===== config.mk =====
export PLATFORM = sky130hd
export DESIGN_NAME = elf64_executable_validator_top
export DESIGN_NICKNAME = d
export VERILOG_FILES = /design/src/hw/rtl/eev_pkg.sv /design/src/hw/rtl/eev_in_reg.sv /design/src/hw/rtl/eev_seg_check.sv /design/src/hw/rtl/elf64_executable_validator_top.sv
export SDC_FILE = /design/constraint.sdc
export NUM_CORES = 2
export LEC_CHECK = 0
export ABC_AREA = 1
export BUFFER_PORTS_ARGS = -buffer_cell sky130_fd_sc_hd__clkbuf_2
export CORE_MARGIN = 3
export CORE_UTILIZATION = 50
export CTS_CLUSTER_SIZE = 14
export DETAILED_ROUTE_END_ITERATION = 8
export HOLD_SLACK_MARGIN = 0.03
export PLACE_DENSITY = 0.66
export SLEW_MARGIN = 20
export SYNTH_ARGS = -nofsm -noshare
export SYNTH_HDL_FRONTEND = slang
export SYNTH_SLANG_ARGS = --single-unit

===== constraint.sdc =====
create_clock -name clk_i -period 26.3 [get_ports clk_i]
set_input_delay 1.315 -clock clk_i [delete_from_list [all_inputs] [get_ports clk_i]]
set_output_delay 1.315 -clock clk_i [all_outputs]
set_load 0.1 [all_outputs]

===== src/hw/rtl/eev_pkg.sv =====
// eev_pkg: types, constants and register indexes of the elf64 executable validator
// used by every module under hw/rtl; depends on nothing
package eev_pkg;

  localparam int unsigned DefMaxSegments = 16;
  localparam int unsigned DefPageBytes   = 4096;
  localparam int unsigned DefOffsetBits  = 32;

  localparam int unsigned HdrBytes = 64;
  localparam int unsigned EntBytes = 56;

  localparam logic [31:0] ElfMagic    = 32'h464C_457F;
  localparam logic [7:0]  ElfClass64  = 8'd2;
  localparam logic [7:0]  ElfDataLe   = 8'd1;
  localparam logic [15:0] ElfTypeExec = 16'd2;
  localparam logic [31:0] ElfVersion  = 32'd1;
  localparam logic [15:0] ElfEhSize   = 16'd64;
  localparam logic [15:0] ElfPhEntSz  = 16'd56;
  localparam logic [31:0] PtLoad      = 32'd1;

  localparam logic [63:0] DefRegionBase  = 64'h0000_0000_0100_0000;
  localparam logic [63:0] DefRegionLimit = 64'h0000_0000_0200_0000;
  localparam logic [15:0] DefMachine     = 16'd183;

  typedef enum logic [1:0] {
    RegRegionBase  = 2'd0,
    RegRegionLimit = 2'd1,
    RegMachineCode = 2'd2,
    RegUnused      = 2'd3
  } cfg_reg_e;

  // header byte positions at which a field is complete
  localparam logic [5:0] PosMagic   = 6'd3;
  localparam logic [5:0] PosClass   = 6'd4;
  localparam logic [5:0] PosData    = 6'd5;
  localparam logic [5:0] PosType    = 6'd17;
  localparam logic [5:0] PosMachine = 6'd19;
  localparam logic [5:0] PosVersion = 6'd23;
  localparam logic [5:0] PosEntry   = 6'd31;
  localparam logic [5:0] PosPhOff   = 6'd39;
  localparam logic [5:0] PosShOff   = 6'd47;
  localparam logic [5:0] PosFlags   = 6'd51;
  localparam logic [5:0] PosEhSize  = 6'd53;
  localparam logic [5:0] PosPhEnt   = 6'd55;
  localparam logic [5:0] PosPhNum   = 6'd57;

  typedef logic [6:0][63:0] seg_words_t;

  typedef struct packed {
    logic [7:0] data;
    logic       last;
  } in_word_t;

  typedef struct packed {
    logic        reject;
    logic        ext_upd;
    logic [63:0] extent;
    logic        hit;
  } seg_res_t;

endpackage


===== src/hw/rtl/eev_in_reg.sv =====
// eev_in_reg: input register that holds one byte word ahead of the state update
// uses eev_pkg for the word type
module eev_in_reg (
  input  logic              clk_i,
  input  logic              rst_ni,
  input  logic              in_valid_i,
  output logic              in_ready_o,
  input  eev_pkg::in_word_t in_word_i,
  input  logic              take_i,
  output logic              valid_o,
  output eev_pkg::in_word_t word_o
);
  import eev_pkg::*;

  logic     valid_q, valid_d;
  in_word_t word_q;

  assign in_ready_o = !valid_q || take_i;

  always_comb begin
    valid_d = valid_q;
    if (in_valid_i && in_ready_o) begin
      valid_d = 1'b1;
    end else if (take_i) begin
      valid_d = 1'b0;
    end
  end

  always_ff @(posedge clk_i or negedge rst_ni) begin
    if (!rst_ni) begin
      valid_q <= 1'b0;
    end else begin
      valid_q <= valid_d;
    end
  end

  always_ff @(posedge clk_i) begin
    if (in_valid_i && in_ready_o) begin
      word_q <= in_word_i;
    end
  end

  assign valid_o = valid_q;
  assign word_o  = word_q;

endmodule


===== src/hw/rtl/eev_seg_check.sv =====
// eev_seg_check: checks of one captured program header against the region and entry
// uses eev_pkg for the capture and result types; PAGE_BYTES is a power of two
module eev_seg_check #(
  parameter int unsigned PAGE_BYTES = eev_pkg::DefPageBytes
) (
  input  eev_pkg::seg_words_t words_i,
  input  logic [63:0]         entry_i,
  input  logic [63:0]         base_i,
  input  logic [63:0]         limit_i,
  output eev_pkg::seg_res_t   res_o
);
  import eev_pkg::*;

  localparam logic [63:0] AlignMask = 64'(PAGE_BYTES - 1);

  logic [31:0] p_type;
  logic [31:0] p_flags;
  logic [63:0] off, va, pa, fsz, msz, al, vend;
  logic [64:0] vsum, osum;
  logic        is_load, bad_attr, bad_vwrap, bad_end, bad_owrap, bad;

  always_comb begin
    p_type  = words_i[0][31:0];
    p_flags = words_i[0][63:32];
    off     = words_i[1];
    va      = words_i[2];
    pa      = words_i[3];
    fsz     = words_i[4];
    msz     = words_i[5];
    al      = words_i[6];
    vsum    = {1'b0, va} + {1'b0, msz};
    osum    = {1'b0, off} + {1'b0, fsz};
    vend    = vsum[63:0];

    is_load   = (p_type == PtLoad);
    // writable and executable together is refused
    bad_attr  = (p_flags[1:0] == 2'b11) || (va < base_i) || (va >= limit_i) || (va != pa);
    bad_vwrap = vsum[64];
    bad_end   = (vend < base_i) || (vend >= limit_i) || ((al & AlignMask) != 64'd0);
    bad_owrap = osum[64];
    bad       = bad_attr || bad_vwrap || bad_end || bad_owrap;

    res_o.reject  = is_load && bad;
    res_o.ext_upd = is_load && !bad;
    res_o.extent  = osum[63:0];
    res_o.hit     = is_load && !bad && p_flags[0] && (entry_i >= va) && (entry_i < vend);
  end

endmodule


===== src/hw/rtl/elf64_executable_validator_top.sv =====
// ELF64 executable validator. Bytes of one file enter one word per cycle on the input
// channel, the last byte flagged; each byte is held in an input register and then folded
// into the header and program header checks with no further stage, so the block takes one
// byte every cycle. On the last byte one verdict word (accepted, entry point) goes to an
// output register; the next byte starts a new file while that verdict waits to be taken.
// Input stalls only when a second verdict is due and the first has not been taken.
// Depends on eev_pkg, eev_in_reg and eev_seg_check.
module elf64_executable_validator_top #(
  parameter int unsigned MAX_SEGMENTS = eev_pkg::DefMaxSegments,
  parameter int unsigned PAGE_BYTES   = eev_pkg::DefPageBytes,
  parameter int unsigned OFFSET_BITS  = eev_pkg::DefOffsetBits
) (
  input  logic        clk_i,
  input  logic        rst_ni,
  input  logic        in_valid_i,
  output logic        in_ready_o,
  input  logic [7:0]  file_byte_i,
  input  logic        final_byte_i,
  output logic        out_valid_o,
  input  logic        out_ready_i,
  output logic        accepted_o,
  output logic [63:0] entry_point_o,
  input  logic        cfg_we_i,
  input  logic [1:0]  cfg_idx_i,
  input  logic [63:0] cfg_data_i
);
  import eev_pkg::*;

  // configuration
  logic [63:0] base_q, limit_q;
  logic [15:0] mach_q;

  always_ff @(posedge clk_i or negedge rst_ni) begin
    if (!rst_ni) begin
      base_q  <= DefRegionBase;
      limit_q <= DefRegionLimit;
      mach_q  <= DefMachine;
    end else if (cfg_we_i) begin
      case (cfg_reg_e'(cfg_idx_i))
        RegRegionBase:  base_q  <= cfg_data_i;
        RegRegionLimit: limit_q <= cfg_data_i;
        RegMachineCode: mach_q  <= cfg_data_i[15:0];
        default: ;
      endcase
    end
  end

  // input stage
  in_word_t in_word, s1_word;
  logic     s1_valid, s1_take, out_valid_q;

  assign in_word.data = file_byte_i;
  assign in_word.last = final_byte_i;
  assign s1_take = s1_valid && (!s1_word.last || !out_valid_q || out_ready_i);

  eev_in_reg u_in_reg (
    .clk_i      (clk_i),
    .rst_ni     (rst_ni),
    .in_valid_i (in_valid_i),
    .in_ready_o (in_ready_o),
    .in_word_i  (in_word),
    .take_i     (s1_take),
    .valid_o    (s1_valid),
    .word_o     (s1_word)
  );

  // file state
  logic [OFFSET_BITS-1:0] cnt_q, cnt_d;
  logic [63:0] gather_q, gather_d, entry_q, entry_d, tbl_q, tbl_d, sect_q, sect_d;
  logic [63:0] ext_q, ext_d;
  logic [15:0] total_q, total_d, seen_q, seen_d;
  logic [5:0]  sbyte_q, sbyte_d;
  logic [1:0]  hits_q, hits_d;
  logic        rej_q, rej_d;
  seg_words_t  seg_q, seg_d, seg_cap;
  seg_res_t    seg_res;
  logic        acc_q, acc_d, ok;
  logic [63:0] out_entry_q, out_entry_d;

  logic [63:0] pos64, g;
  logic [15:0] nseg;
  logic [21:0] span;
  logic [64:0] tbl_end;
  logic        capture;
  logic [7:0]  b;

  assign b     = s1_word.data;
  assign pos64 = 64'(cnt_q);

  // byte inserted into the capture word; the first byte of a word clears it
  always_comb begin
    seg_cap = seg_q;
    seg_cap[sbyte_q[5:3]][{sbyte_q[2:0], 3'b000} +: 8] = b;
    if (sbyte_q[2:0] == 3'd0) begin
      seg_cap[sbyte_q[5:3]][63:8] = 56'd0;
    end
  end

  eev_seg_check #(
    .PAGE_BYTES (PAGE_BYTES)
  ) u_seg_check (
    .words_i (seg_cap),
    .entry_i (entry_q),
    .base_i  (base_q),
    .limit_i (limit_q),
    .res_o   (seg_res)
  );

  always_comb begin
    cnt_d       = cnt_q;
    gather_d    = gather_q;
    entry_d     = entry_q;
    tbl_d       = tbl_q;
    sect_d      = sect_q;
    ext_d       = ext_q;
    total_d     = total_q;
    seen_d      = seen_q;
    sbyte_d     = sbyte_q;
    hits_d      = hits_q;
    rej_d       = rej_q;
    seg_d       = seg_q;
    acc_d       = acc_q;
    out_entry_d = out_entry_q;
    capture     = 1'b0;
    g           = {b, gather_q[63:8]};
    nseg        = g[63:48];
    span        = 22'(nseg) * 22'(EntBytes);
    tbl_end     = {1'b0, tbl_q} + 65'(span);
    ok          = 1'b0;

    if (s1_take) begin
      if (&cnt_q) begin
        rej_d = 1'b1;
      end else begin
        cnt_d = cnt_q + OFFSET_BITS'(1);
        if (!rej_q) begin
          if (pos64 < 64'(HdrBytes)) begin
            gather_d = g;
            case (cnt_q[5:0])
              PosMagic:   if (g[63:32] != ElfMagic) rej_d = 1'b1;
              PosClass:   if (b != ElfClass64) rej_d = 1'b1;
              PosData:    if (b != ElfDataLe) rej_d = 1'b1;
              PosType:    if (g[63:48] != ElfTypeExec) rej_d = 1'b1;
              PosMachine: if (g[63:48] != mach_q) rej_d = 1'b1;
              PosVersion: if (g[63:32] != ElfVersion) rej_d = 1'b1;
              PosEntry: begin
                entry_d = g;
                if (g < base_q || g >= limit_q) rej_d = 1'b1;
              end
              PosPhOff: begin
                tbl_d = g;
                if (g < 64'(HdrBytes)) rej_d = 1'b1;
              end
              PosShOff: begin
                sect_d = g;
                if (g > ext_q) ext_d = g;
              end
              PosFlags:   if (g[63:60] != 4'd0) rej_d = 1'b1;
              PosEhSize:  if (g[63:48] != ElfEhSize) rej_d = 1'b1;
              PosPhEnt:   if (g[63:48] != ElfPhEntSz) rej_d = 1'b1;
              PosPhNum: begin
                total_d = nseg;
                if (nseg == 16'd0 || 32'(nseg) >= 32'(MAX_SEGMENTS)) begin
                  rej_d = 1'b1;
                end else if (tbl_end[64]) begin
                  rej_d = 1'b1;
                end else if (tbl_end[63:0] > ext_q) begin
                  ext_d = tbl_end[63:0];
                end
              end
              default: ;
            endcase
          end else if (pos64 >= tbl_q && seen_q < total_q) begin
            capture = 1'b1;
            seg_d   = seg_cap;
            sbyte_d = sbyte_q + 6'd1;
            if (sbyte_q == 6'(EntBytes - 1)) begin
              sbyte_d = 6'd0;
              seen_d  = seen_q + 16'd1;
              if (seg_res.reject) rej_d = 1'b1;
              if (seg_res.ext_upd && seg_res.extent > ext_q) ext_d = seg_res.extent;
              if (seg_res.hit) begin
                if (hits_q != 2'd0) begin
                  hits_d = 2'd2;
                  rej_d  = 1'b1;
                end else begin
                  hits_d = 2'd1;
                end
              end
            end
          end
        end
      end

      if (s1_word.last) begin
        ok = !rej_d && (64'(cnt_d) >= 64'(HdrBytes)) && (seen_d == total_d) &&
             (total_d != 16'd0) && (ext_d <= 64'(cnt_d)) && (sect_d <= 64'(cnt_d)) &&
             (hits_d == 2'd1);
        acc_d       = ok;
        out_entry_d = ok ? entry_d : 64'd0;
        // new file starts with the next byte
        cnt_d    = '0;
        gather_d = '0;
        entry_d  = '0;
        tbl_d    = '0;
        sect_d   = '0;
        ext_d    = '0;
        total_d  = '0;
        seen_d   = '0;
        sbyte_d  = '0;
        hits_d   = '0;
        rej_d    = 1'b0;
      end
    end
  end

  always_ff @(posedge clk_i or negedge rst_ni) begin
    if (!rst_ni) begin
      cnt_q       <= '0;
      gather_q    <= '0;
      entry_q     <= '0;
      tbl_q       <= '0;
      sect_q      <= '0;
      ext_q       <= '0;
      total_q     <= '0;
      seen_q      <= '0;
      sbyte_q     <= '0;
      hits_q      <= '0;
      rej_q       <= 1'b0;
      out_valid_q <= 1'b0;
    end else begin
      cnt_q    <= cnt_d;
      gather_q <= gather_d;
      entry_q  <= entry_d;
      tbl_q    <= tbl_d;
      sect_q   <= sect_d;
      ext_q    <= ext_d;
      total_q  <= total_d;
      seen_q   <= seen_d;
      sbyte_q  <= sbyte_d;
      hits_q   <= hits_d;
      rej_q    <= rej_d;
      if (s1_take && s1_word.last) begin
        out_valid_q <= 1'b1;
      end else if (out_ready_i) begin
        out_valid_q <= 1'b0;
      end
    end
  end

  always_ff @(posedge clk_i) begin
    if (capture) begin
      seg_q <= seg_d;
    end
    acc_q       <= acc_d;
    out_entry_q <= out_entry_d;
  end

  assign out_valid_o   = out_valid_q;
  assign accepted_o    = acc_q;
  assign entry_point_o = out_entry_q;

  a_hits_range: assert property (@(posedge clk_i) disable iff (!rst_ni)
    hits_q != 2'd3) else $error("exec hit count out of range");

  a_sbyte_range: assert property (@(posedge clk_i) disable iff (!rst_ni)
    sbyte_q < 6'(EntBytes)) else $error("segment byte index past entry size");

  a_clear_after_last: assert property (@(posedge clk_i) disable iff (!rst_ni)
    s1_take && s1_word.last |=> cnt_q == '0 && seen_q == 16'd0 && !rej_q)
    else $error("file state not cleared after verdict");

  a_verdict_source: assert property (@(posedge clk_i) disable iff (!rst_ni)
    $rose(out_valid_q) |-> $past(s1_take && s1_word.last))
    else $error("verdict without a last byte");

  a_accept_entry: assert property (@(posedge clk_i) disable iff (!rst_ni)
    out_valid_q && !acc_q |-> out_entry_q == 64'd0)
    else $error("rejected verdict carries an entry address");

endmodule


# Word level (Yosys, flattened, before mapping)

Cells that the tools add are included.
W data, S select, Z words.

Bits of input ports: 80
Word-level logic and storage cells: 253
Flip-flop bits (word level): 1061

Add/subtract/negate cells: 7
Equality and inequality tests: 32
Reductions and logical operators: 56
$mul: 1
$lt $le $gt $ge: 21
Bitwise operators: 3
Mux-type cells: 104
Shift-type cells: 2

Operator list:

| kind                     | count |
|---|---|
| $mux W64                 | 34 |
| $bwmux W448              | 2 |
| $mux W448                | 1 |
| $demux W64 S3            | 2 |
| $ge A64 B64 Y1           | 4 |
| $lt A64 B64 Y1           | 4 |
| $mux W16                 | 13 |
| $gt A64 B64 Y1           | 3 |
| $add A64 B64 Y65         | 2 |
| $le A64 B32 Y1           | 2 |
| $pmux W64 S2             | 1 |
| $mux W32                 | 3 |
| $add A64 B22 Y65         | 1 |
| $ge A32 B64 Y1           | 1 |
| $lt A64 B7 Y1 const B    | 1 |
| $ne A64 B64 Y1           | 1 |
| $reduce_bool A64 Y1      | 1 |
| $shift A8 B8 Y64 const A | 1 |
| $shiftx A8 B8 Y64        | 1 |
| $eq A6 B6 Y1 const B     | 7 |
| $mux W6                  | 6 |
| $add A32 B1 Y32 const B  | 1 |
| $eq A32 B1 Y1 const B    | 1 |
| $ge A32 B7 Y1 const B    | 1 |
| other kinds (42)         | 132 |

# Longest topological paths before layout

Word-level depth: 33
Depth in mapped cells: 97
Gate-level depth less buffers: 89

# Hierarchy

A second synthesis with hierarchy kept.

Cells, all modules: 11511
Area total of the unflattened synthesis: 85200.5 um^2

Modules (own cells, without submodules):

| module                         | times used | cells each | area each (um^2) |
|---|---|---|---|
| elf64_executable_validator_top | 1          | 8278       | 65333.9 |
| eev_seg_check                  | 1          | 3218       | 19551.3 |
| eev_in_reg                     | 1          | 15         | 315.3 |

# Worst setup path after synthesis

Ideal clock, no wire load.

Path type: reg2reg
Start: register sbyte_q[0]
End: register out_entry_q[54] (netlist: entry_point_o[54]), data pin
Arrival time: 11.126 ns
Data required time: 26.146 ns
Buffers on the path: 8
Path slack: 15.019 ns
Cell stages (with the launch flop): 98
Clock period less this slack: 11.281 ns
Path through: dfrtp_1 -> inv_2 -> ha_1 -> ha_1 -> buf_4 -> nor2_8 -> nand2_2 -> nor2_4 -> buf_4 -> clkbuf_1 -> inv_1 -> nor2_1 -> clkbuf_1 -> nor2_1 -> a21oi_1 -> ha_1 -> inv_1 -> fa_1 -> (+62 left out) -> nand2_1 -> nor2_1 -> nand2_1 -> nor2_1 -> nand2_1 -> inv_1 -> nand2_1 -> nor2_1 -> nand3_1 -> nor2_1 -> nand3_1 -> nor2_1 -> nand2_1 -> nor2_1 -> nand3_1 -> buf_2 -> buf_6 -> nor3_2

RTL lines:

| item                   | RTL line                              | text |
|---|---|---|
| start, declared        | elf64_executable_validator_top.sv:72  | `logic [5:0] sbyte_q, sbyte_d;` |
| start signal, assigned | elf64_executable_validator_top.sv:240 | `sbyte_q <= sbyte_d;` |
| end signal, assigned   | elf64_executable_validator_top.sv:256 | `out_entry_q <= out_entry_d;` |
| end, declared          | elf64_executable_validator_top.sv:78  | `logic [63:0] out_entry_q, out_entry_d;` |

==> flow_summary.toml <==
[clock_tree]
cts_tree = "built"
cts_hold_buffers = 0
clk_pin_slew_worst_paths_ns = 0.06
h-tree-depth = 3
postCtsSetupBuffers = 0
numCtsBuffers = 117
cts-root-buf = "clkbuf_16"
clk_latency_ns = 0.81
clk_path_buf_depth = 3
numClockSinks = 971
cts_resized = 0

[die]
rows = 146
core_area_sq_um = 159000
io_pins = 147
die_h_um = 406
initial_core_util_pct = 50.4
dieArea_sq_um = 165000
die_width_um = 406

[finish]
stdcell_count = 13000
fin_nets = 11900
syn_to_final_growth_pct = 9.28
final_core_util_pct = 55.1
layout-drive-gt1-share_pct = 6.30
postLayoutCellArea_sq_um = 87500
final_cell_mix = "nand2_1 (2,486), inv_1 (1,334), ha_1 (992)"
final_common_cell = "nand2_1"

[placed_design]
place_inst = 12700
placedInstanceArea_sq_um = 83100
place_hpwl_mm = 266
gp_congestion = 1.05
dpl_worst_slack_ns = 10.88
io_buffers = 146

[route]
dr.first_iter.drc_count = 9044
ant_nets = 0
dr.pass1.iters = 8
routed_wirelength_mm = 346
wl_per_cell_um = 26.7
viasPerCell = 6.16
vias = 79800
drc_errors = 0

[synthesis]
synth_seq_cells = 971
ys_seq_area_share_pct = 33.1
syn_inst = 10700
synth_area_sq_um = 80100
synth_top_area_share_pct = 16.5
synthArstFlopShare_pct = 54.7
synth_ff_type = "dfrtp_1"
synth_area_leader_cell = "edfxtp_1"
synth_edf_count = 440
synth.distinct_cells = 66
synth_area_per_cell_sq_um = 7.46
synthTopCellsByArea = "edfxtp_1 (17%), dfrtp_1 (16%), ha_1 (16%)"
yosys_warnings = 0
syn_nets = 11800

[worst_setup_path]
cp.required_ns = 26.92
crit_buf_inv = 11
crit_type = "register to register"
crit_path_max_incr_delay_ns = 0.75
arrival_ns = 16.59
critPathMostFrequentCell = "nand2_1"
startpoint = "sbyte_q[0]"
worst-path-max-fanout = 66
critPathTopFamily = "simple AND/OR/NAND/NOR gates"
slowest_stage = "ha_4"
critPathLaunchType = "register"
rrSetupSlack_ns = 10.33
regToRegStartpoint = "sbyte_q[0]"
end_kind = "register"

[hold_path]
hp-start = "sect_q[15]"
hold_class = "register to register"

[grt]
grt.total_usage_pct = 41.0
grt_max_degree = 145
antenna_found_initial = 28
grt_overflow = 0
grt_first_pass_wirelength_mm = 501
grt_pass1_vias = 75900

[sta]
skew_ns = 0.0460
slew-limit-headroom_pct = 15.6
post-route-period-util_pct = 60.7
setup_viol = 0
finalHoldViolations = 0
setup_ws_ns = 10.33
tns_ns = 0
slew_violations = 0
hold_ws_ns = 0.484
fmax_ghz = 0.0626
rsz0062_at_grt = "false"
max_slew.worst_pin.slew_ns = 1.25
min_period_ns = 15.97

[power]
powerDensity_nw_per_um2 = 83.2
p_comb_share_pct = 51.0
swShare_pct = 46.6
intPower_mw = 3.89
p_clk_share_pct = 25.4
p_leak_nw = 40.8
seqPwrFrac_pct = 23.7
ir_drop_uv = 72.2
total_power_mw = 7.28
p_sw_mw = 3.39

[job]
maxCapViolCount = 0

[status]
status = "completed"
## worst paths after layout
check | to | cells after the start
max | entry_point_o[26] | 87
min | sect_q[15] | 2
max reg2reg | entry_point_o[26] | 87
min reg2reg | sect_q[15] | 2
max in group asynchronous | rej_q | 3
min in group asynchronous | base_q[34] | 1
## Yosys cell counts, drive strengths merged (39+ instances only)
| cell type | number |
|---|---|
| nand2 | 2504 |
| inv | 1374 |
| o21ai | 1003 |
| ha | 993 |
| a21oi | 831 |
| nor2 | 769 |
| nand3 | 538 |
| dfrtp | 523 |
| edfxtp | 440 |
| clkbuf | 299 |
| o22ai | 221 |
| nor3 | 202 |
| xor2 | 186 |
| nand4 | 160 |
| buf | 81 |
| o21a | 71 |
| nor4 | 67 |
| a31oi | 62 |
| a211oi | 48 |
| o221ai | 47 |
| xnor2 | 42 |
| o211ai | 39 |
## layout make-up
class / count / area, sq um
diodes: 21 / 52.6
clock buffers: 153 / 3320
clock inverters: 71 / 1040
fillers: 15200 / 71200
inverters: 1385 / 5220
multi-input cells: 7991 / 46900
flip-flops and latches: 971 / 26500
well taps: 2072 / 2590
repair buffers: 293 / 1860
## routing by layer
layer | share of wire, % | GRT usage, %
met1 | 38 | 49.9
met2 | 44 | 64.7
met3 | 9.0 | 8.53
met4 | 8.4 | 28.7
met5 | 0.0095 | 0
## worst min-delay path: stages, from the launching register on
cell and delay [ns]:
dfrtp_1 0.34, nand2_1 0.05, o21ai_0 0.06
## logic make-up (layout without fill, tap and decap cells)
kind of cell / after synthesis / after routing / synth area share (%)
compound gates: 2471 / 2471 / 17.2
xor+xnor: 228 / 228 / 2.49
fa+ha+maj: 1012 / 1012 / 16.0
buf+inv: 1765 / 1902 / 8.48
flops: 971 / 971 / 33.1
other cells: 0 / 21 / 0
simple gates: 4280 / 4280 / 22.7
## registers in the layout (all words and copies together), names as in the netlist, 6 cells and up
register,flops
entry_point_o,64
base_q,64
gather_q,56
sbyte_q,6
seg_q,366
entry_q,64
total_q,16
mach_q,16
sect_q,64
u_in_reg.word_o,9
tbl_q,64
ext_q,64
cnt_q,32
limit_q,64
seen_q,16
## power groups by stage
stage	Sequential [mW]	Combinational, mW	Clock, mW
after floorplan	1.76	2.39	0
after global placement	1.75	3.53	0
after detailed placement	1.75	3.61	0
after CTS	1.72	3.63	1.86
after global routing	1.73	4.09	1.91
final	1.72	3.71	1.85
Note: power is estimated with default switching activity, not from simulation.
